==> config.mk <==
export PLATFORM = sky130hd
export DESIGN_NAME = twrcl_front
export DESIGN_NICKNAME = d
export VERILOG_FILES = /design/src/rtl/twrcl_pkg.sv /design/src/rtl/twrcl_front.sv
export SDC_FILE = /design/constraint.sdc
export NUM_CORES = 1
export LEC_CHECK = 0
export BUFFER_PORTS_ARGS = -buffer_cell sky130_fd_sc_hd__buf_2
export CAP_MARGIN = 20
export CORE_AREA = 2 2 104 106
export DETAILED_ROUTE_END_ITERATION = 8
export DIE_AREA = 0 0 106 108
export PLACE_DENSITY = 0.74
export SLEW_MARGIN = 20
export SYNTH_ARGS = -nofsm -noshare
export SYNTH_HDL_FRONTEND = slang
export SYNTH_SLANG_ARGS = --single-unit
==> constraint.sdc <==
create_clock -name clk_i -period 4.9 [get_ports clk_i]
set_clock_uncertainty 0.15 [all_clocks]
set_input_delay 0.98 -clock clk_i [delete_from_list [all_inputs] [get_ports clk_i]]
set_output_delay 0.98 -clock clk_i [all_outputs]
set_load 0.005 [all_outputs]
==> src/rtl/twrcl_pkg.sv <==
package twrcl_pkg;

  localparam int unsigned AddrW      = 27;
  localparam int unsigned DataW      = 32;
  localparam int unsigned CacheBytes = 16384;
  localparam int unsigned LineWords  = 8;
  localparam int unsigned NumWays    = 2;
  localparam int unsigned QueueDepth = 2;

  localparam int unsigned LineBytes = LineWords * 4;
  localparam int unsigned Sets      = CacheBytes / (LineBytes * NumWays);
  localparam int unsigned WayWords  = Sets * LineWords;
  localparam int unsigned WordW     = $clog2(LineWords);
  localparam int unsigned OffW      = $clog2(LineBytes);
  localparam int unsigned IdxW      = $clog2(Sets);
  localparam int unsigned TagW      = AddrW - OffW - IdxW;
  localparam int unsigned PosW      = $clog2(WayWords);
  localparam int unsigned QPtrW     = $clog2(QueueDepth);
  localparam int unsigned QCntW     = $clog2(QueueDepth + 1);

  typedef enum logic {
    OP_LOOKUP = 1'b0,
    OP_FILL   = 1'b1
  } op_e;

  typedef enum logic [1:0] {
    ST_IDLE,
    ST_TAG,
    ST_DATA
  } state_e;

  // Decoded request as it leaves the front end.
  typedef struct packed {
    op_e              op;
    logic             done;
    logic [TagW-1:0]  tag;
    logic [IdxW-1:0]  idx;
    logic [WordW-1:0] word;
    logic [PosW-1:0]  pos;
    logic [DataW-1:0] data;
    logic             way;
  } item_t;

  typedef struct packed {
    logic [DataW-1:0] read_data;
    logic             hit;
    logic             fill_request;
    logic [AddrW-1:0] request_address;
    logic             request_way;
    logic             waiting;
  } result_t;

endpackage

==> src/rtl/twrcl_front.sv <==
module twrcl_front (
  input  logic                    clk_i,
  input  logic                    rst_ni,
  input  logic                    in_valid_i,
  output logic                    in_stall_o,
  input  logic                    func_i,
  input  logic [26:0]             address_i,
  input  logic [31:0]             fill_data_i,
  input  logic                    fill_way_i,
  input  logic                    fill_complete_i,
  output logic                    head_valid_o,
  output twrcl_pkg::item_t        head_o,
  input  logic                    pop_i
);

  import twrcl_pkg::*;

  item_t            q_mem_q [QueueDepth];
  logic [QPtrW-1:0] wr_ptr_q, wr_ptr_d;
  logic [QPtrW-1:0] rd_ptr_q, rd_ptr_d;
  logic [QCntW-1:0] count_q, count_d;
  item_t            dec;
  logic             push;

  // Split the address once, on entry.
  always_comb begin
    dec      = '0;
    dec.op   = op_e'(func_i);
    dec.done = fill_complete_i;
    dec.word = address_i[OffW-1:2];
    dec.idx  = address_i[OffW+IdxW-1:OffW];
    dec.tag  = address_i[AddrW-1:OffW+IdxW];
    dec.pos  = address_i[PosW-1:0];
    dec.data = fill_data_i;
    dec.way  = fill_way_i;
  end

  assign in_stall_o   = (count_q == QCntW'(QueueDepth));
  assign push         = in_valid_i && !in_stall_o;
  assign head_valid_o = (count_q != '0);
  assign head_o       = q_mem_q[rd_ptr_q];

  always_comb begin
    wr_ptr_d = wr_ptr_q;
    rd_ptr_d = rd_ptr_q;
    count_d  = count_q;
    if (push) begin
      wr_ptr_d = (wr_ptr_q == QPtrW'(QueueDepth - 1)) ? '0 : wr_ptr_q + 1'b1;
    end
    if (pop_i) begin
      rd_ptr_d = (rd_ptr_q == QPtrW'(QueueDepth - 1)) ? '0 : rd_ptr_q + 1'b1;
    end
    if (push && !pop_i) begin
      count_d = count_q + 1'b1;
    end else if (!push && pop_i) begin
      count_d = count_q - 1'b1;
    end
  end

  always_ff @(posedge clk_i or negedge rst_ni) begin
    if (!rst_ni) begin
      wr_ptr_q <= '0;
      rd_ptr_q <= '0;
      count_q  <= '0;
    end else begin
      wr_ptr_q <= wr_ptr_d;
      rd_ptr_q <= rd_ptr_d;
      count_q  <= count_d;
    end
  end

  always_ff @(posedge clk_i) begin
    if (push) begin
      q_mem_q[wr_ptr_q] <= dec;
    end
  end

endmodule

==> results of run 1 <==
## cells by family (layout without fill, tap and decap cells)
logic type	Yosys count	in the layout
DFF	128	128
adders and majority gates	1	1
and+or+nand+nor	6	6
muxes	62	62
xor gates and xnor gates	5	5
buffers and inverters	19	174
## per-layer routing
layer	GRT usage (%)	up-vias	share of wire, %
li1	-	1141	-
met1	17.9	1161	42
met2	23.3	86	50
met3	5.97	7	6.8
met4	6.20	0	0.89
met5	0	-	0
## through the flow
step	instances	total power (W)
global route	512	0.00390
floorplan	221	0.00247
global placement	481	0.00272
detailed placement	482	0.00275
finish	512	0.00371
CTS	512	0.00377
## state kept, by name, indices dropped and copies added (netlist names)
name / flops
count_q: 2
q_mem_q: 124
rd_ptr_q: 1
wr_ptr_q: 1
## critical path, stage by stage (launching register included)
cell	delay, ns
dfrtp_4	0.84
buf_16	0.30
mux2_2	0.36
buf_2	0.13
## placed cells by master (no fill, tap or decap), types with 3 or more instances in the layout
cell type	instances
buf_2	138
edfxtp_1	124
mux2_4	59
clkbuf_16	16
clkinv_2	6
inv_1	3
mux2_2	3
xor2_1	3
clkinv_1	3
clkbuf_1	3
dfrtp_1	3
## cell type report
cell class,instances,area share (%)
timing repair buffer,141,11.8
multi-input combinational,74,16.3
sequential,128,61.4
tap,136,2.73
clock inverter,10,0.783
clock buffer,20,6.83
inverter,3,0.181
## how the worst max path moves through the flow
stage	slack, ns	endpoint	cells past startpoint
finish	1.61	head_o[27]	3
global route	1.49	head_o[27]	3
CTS	1.55	head_o[27]	3
detailed placement	1.87	q_mem_q[0][18]	4
global placement	1.93	q_mem_q[0][13]	4
floorplan	0.61	q_mem_q[0][0]	2
## where the power goes
part | total [W] | switching (W) | internal (W)
clock network | 0.00100 | 0.000403 | 0.000601
registers | 0.00165 | 0.000143 | 0.00150
logic | 0.00106 | 0.000436 | 0.000620
total | 0.00371 | 0.000982 | 0.00272
==> flow_metrics.py, run 1 <==
metrics = {
    "cts": {
        "cts_htree_levels": 4,
        "clkTransAtPathRegs_ns": 0.06,
        "cts_setup_buffers": 0,
        "cts_hold_buf": 0,
        "clockBufferDepth": 2,
        "cts_root_buffer": "clkbuf_8",
        "numCtsBuffers": 17,
        "cts.sinks": 128,
        "clock_latency_ns": 0.50,
        "cts-resized-gates": 0,
        "cts_tree": "yes",
    },
    "finish": {
        "multi_input_area_um2": 1010,
        "postLayoutCellArea_um2": 6230,
        "fin_util_pct": 60.9,
        "final_layout_size_suffix_gt1_share_pct": 61.4,
        "fin_nets": 432,
        "antenna_cells": 0,
        "seq_area_um2": 3830,
        "fillers": 770,
        "area_growth_pct": 23.6,
    },
    "yosys": {
        "synth_common_cells": "124 x edfxtp_1, 59 x mux2_4, 9 x buf_4",
        "yosys.area.top_type_share_pct": 73.9,
        "yosys-mux-area-fraction_pct": 18.2,
        "synth_seq_cells": 128,
        "synthCells": 221,
        "yosys.area_share.simple_pct": 0.596,
        "ys_warn_count": 0,
        "synth_top_area_cell": "edfxtp_1",
        "syn_area_um2": 5040,
        "async_reset_ff_share_pct": 3.13,
        "synth_fa_ha_area_share_pct": 0.248,
        "synth_top_family_by_area": "multiplexers",
        "syn_nets": 288,
        "synth.most_common_cell": "edfxtp_1",
        "yosys_most_used_dff": "edfxtp_1",
        "synth_compound_area_share_pct": 0,
        "ys_seq_area_share_pct": 75.9,
        "synth_edf_count": 124,
        "syn_avg_cell_area_um2": 22.8,
        "yosysUniqueCellTypes": 16,
        "synth_xor_area_share_pct": 0.869,
        "synthTopCellsByArea": "edfxtp_1 74%, mux2_4 18%, buf_12 2.4%",
    },
    "setup_path": {
        "critPathLaunchType": "flop",
        "end_kind": "output port",
        "timing.rr.start": "count_q[0]",
        "r2r_end": "q_mem_q[0][61]",
        "worst-r2r-cell-count": 4,
        "crit_fanout": 33,
        "critPathLaunch": "rd_ptr_q",
        "arrival_ns": 2.16,
        "crit_type": "flop to output port",
        "r2r_slack_ns": 2.42,
        "required_ns": 3.77,
    },
    "min_path": {
        "hp-class": "input port to asynchronous set/reset pin",
    },
    "sta": {
        "post-route-period-util_pct": 67.2,
        "hold_slack_ns": 0.126,
        "drv_slew": 0,
        "finalWorstSetupSlack_ns": 1.61,
        "rsz0062_at_grt": "false",
        "min_period_ns": 3.29,
        "hold_viol": 0,
        "tns_ns": 0,
        "slew_headroom_pct": 30.0,
        "worst_pin_slew_ns": 1.05,
        "fmax_mhz": 304,
        "setup_viol": 0,
    },
    "die": {
        "dieArea_um2": 11400,
        "initial_core_util_pct": 49.3,
        "fp-row-count": 37,
        "die_w_um": 106,
        "core-area_um2": 10200,
        "die_height_um": 108,
        "ios": 139,
    },
    "placed_design": {
        "dpl.hpwl_um": 5220,
        "place_congestion": 0.723,
        "io_buffer_count": 138,
        "preCtsSetupSlack_ns": 1.87,
        "placed_area_um2": 5760,
    },
    "drt": {
        "drtIter0Drc": 117,
        "drt-vias-per-instance": 4.68,
        "postRouteAntennaNets": 0,
        "vias": 2395,
        "wl_per_cell_um": 15.6,
        "first_pass_iters": 4,
        "drcViolationCount": 0,
        "wirelength_um": 7980,
    },
    "run_status": {
        "status": "completed",
    },
    "global_route": {
        "grt_pass1_wl_um": 12300,
        "grt_max_degree": 44,
        "antenna_found_initial": 0,
        "first_global_vias": 2473,
        "grt_usage_pct": 14.6,
        "grt_overflow_total": 0,
    },
    "pwr": {
        "peakVddDrop_mv": 0.453,
        "power_density_nw_per_um2": 595,
        "cellLeakagePower_nw": 2.56,
    },
    "flow_run": {
        "cap_violations": 0,
    },
}
Note: power is estimated with default switching activity, not from simulation.
==> run 2, diff against run 1 <==
ABC_AREA = 1   (was default)
CORE_AREA = 2 2 107 109   (was 2 2 104 106)
DIE_AREA = 0 0 109 111   (was 0 0 106 108)
clock period = 3 ns   (was 4.9 ns; I/O delays follow)
==> run 2 against run 1 <==
  * Sequential power grew 59%
  * Highest routed layer unchanged
  * Final cell count rose by 4.3%
  * Combinational power is 68% higher
  * Largest power group unchanged
==> flow_metrics.py, run 2 <==
metrics = {
    "pwr": {
        "cellLeakagePower_nw": 2.63,
        "p_sw_w": 0.00165,
        "clkPwrFrac_pct": 30.6,
        "switching_share_pct": 26.1,
        "power_density_nw_per_um2": 995,
        "intPower_w": 0.00468,
        "peakVddDrop_mv": 0.464,
        "p_comb_share_pct": 28.0,
        "design_power_total_w": 0.00634,
        "seqPwrFrac_pct": 41.4,
    },
    "global_route": {
        "first_global_vias": 2521,
        "grt_usage_pct": 14.2,
        "grt_overflow_total": 0,
        "grt_pass1_wl_um": 12600,
        "antenna_found_initial": 0,
        "grt_max_degree": 43,
    },
    "yosys": {
        "synth_xor_area_share_pct": 0.346,
        "yosys_most_used_dff": "edfxtp_1",
        "syn_nets": 298,
        "synth_common_cells": "124 x edfxtp_1, 59 x mux2_4, 9 x buf_4",
        "ys_warn_count": 0,
        "yosys.area_share.simple_pct": 1.04,
        "ys_seq_area_share_pct": 75.6,
        "synth_edf_count": 124,
        "yosys.area.top_type_share_pct": 73.6,
        "syn_area_um2": 5060,
        "synth_top_family_by_area": "multiplexers",
        "synthCells": 231,
        "syn_avg_cell_area_um2": 21.9,
        "yosys-mux-area-fraction_pct": 18.2,
        "synth_compound_area_share_pct": 0.0989,
        "synth.most_common_cell": "edfxtp_1",
        "yosysUniqueCellTypes": 16,
        "synth_top_area_cell": "edfxtp_1",
        "synth_fa_ha_area_share_pct": 0.247,
        "synth_seq_cells": 128,
        "synthTopCellsByArea": "edfxtp_1 74%, mux2_4 18%, buf_12 2.4%",
        "async_reset_ff_share_pct": 3.13,
    },
    "drt": {
        "postRouteAntennaNets": 0,
        "drcViolationCount": 0,
        "first_pass_iters": 4,
        "wirelength_um": 8380,
        "drtIter0Drc": 96,
        "drt-vias-per-instance": 4.64,
        "vias": 2479,
        "wl_per_cell_um": 15.7,
    },
    "die": {
        "die_w_um": 109,
        "die_height_um": 111,
        "fp-row-count": 39,
        "initial_core_util_pct": 45.7,
        "ios": 139,
        "core-area_um2": 11100,
        "dieArea_um2": 12100,
    },
    "finish": {
        "final_layout_size_suffix_gt1_share_pct": 60.4,
        "reg_top3": "q_mem_q x124, count_q x2",
        "most-common-layout-cells": "138 x buf_2, 124 x edfxtp_1, 59 x mux2_4",
        "fin_nets": 445,
        "largest_register_ffs": 124,
        "fin_util_pct": 57.5,
        "stdcell_count": 534,
        "antenna_cells": 0,
        "top_register": "q_mem_q",
        "final_common_cell": "buf_2",
        "area_growth_pct": 25.9,
    },
    "cts": {
        "clockBufferDepth": 2,
        "cts.sinks": 128,
        "cts_tree": "yes",
        "cts_htree_levels": 4,
        "cts-resized-gates": 0,
        "cts_root_buffer": "clkbuf_16",
        "clock_latency_ns": 0.40,
        "numCtsBuffers": 17,
        "clkTransAtPathRegs_ns": 0.06,
    },
    "sta": {
        "drv_slew": 0,
        "rsz0062_at_grt": "false",
        "hold_slack_ns": 0.239,
        "setup_viol": 0,
        "slew_headroom_pct": 66.6,
        "tns_ns": 0,
        "worst_pin_slew_ns": 0.495,
        "post-route-period-util_pct": 90.1,
        "min_period_ns": 2.70,
        "hold_viol": 0,
        "fmax_mhz": 370,
    },
    "setup_path": {
        "required_ns": 2.25,
        "end_kind": "output port",
        "arrival_ns": 1.95,
        "critPathLaunchType": "flop",
        "crit_fanout": 42,
        "crit_type": "flop to output port",
    },
    "run_status": {
        "status": "completed",
    },
    "placed_design": {
        "placed_cells": 501,
        "io_buffer_count": 138,
        "dpl.hpwl_um": 5460,
        "place_congestion": 0.682,
    },
    "flow_run": {
        "cap_violations": 0,
    },
    "min_path": {
        "hp-class": "input port to flop",
    },
}
## run 2: metal layers
| layer | share of wire [%] | vias to the layer above | global-route usage [%] |
|---|---|---|---|
| li1 | - | 1170 | - |
| met1 | 41 | 1208 | 17.1 |
| met2 | 50 | 91 | 22.4 |
| met3 | 7.6 | 10 | 6.06 |
| met4 | 1.4 | 0 | 5.90 |
| met5 | 0 | - | 0 |
## run 2: cell families after synthesis
family | after synthesis
buf+inv | 24
fa+ha+maj | 1
flops | 128
mux | 62
simple gates | 13
compound gates | 1
xor+xnor | 2
## run 2: stage by stage
stage | setup WS (ns) | area, um^2
after global placement | 0.716 | 5790
after floorplan | 0.0942 | 5060
after detailed placement | 0.697 | 5790
after CTS | 0.262 | 6370
after global routing | 0.208 | 6370
final | 0.297 | 6370
## run 2: area by class of cell
cell class	instances	area (um^2)
Multi-Input combinational cell	79	1010
Clock buffer	22	454
Inverter	8	30.0
Tap cell	143	179
Fill cell	859	4710
Sequential cell	128	3830
Clock inverter	10	114
Timing Repair Buffer	144	751
## run 2: repair_timing
item | in CTS | in global routing
hold buffers | 1 | 0
endpoints found under the hold margin | 4 | 0
setup buffers | 0 | 0
## run 2: final timing paths
kind	start	to	slack, ns	depth (start not counted)
min reg2reg	count_q[1]	count_q[1]	0.34	2
max in group asynchronous	rst_ni	rd_ptr_q	2.19	2
max	rd_ptr_q	head_o[55]	0.30	3
min in group asynchronous	rst_ni	count_q[0]	0.38	2
min	fill_data_i[4]	q_mem_q[1][5]	0.24	1
max reg2reg	count_q[1]	q_mem_q[0][6]	1.17	6
## run 2: critical path, cell delays in order (launching register included)
cell and delay, ns:
dfrtp_4 0.68, buf_12 0.35, mux2_4 0.34, buf_2 0.13
## run 2: power groups by stage
stage	clock [W]	sequential, W	combinational [W]
2_1_floorplan	0	0.00257	0.00144
3_3_place_gp	0	0.00264	0.00179
3_5_place_dp	0	0.00267	0.00181
4_1_cts	0.00198	0.00263	0.00182
5_1_grt	0.00207	0.00266	0.00194
6_report	0.00194	0.00262	0.00178
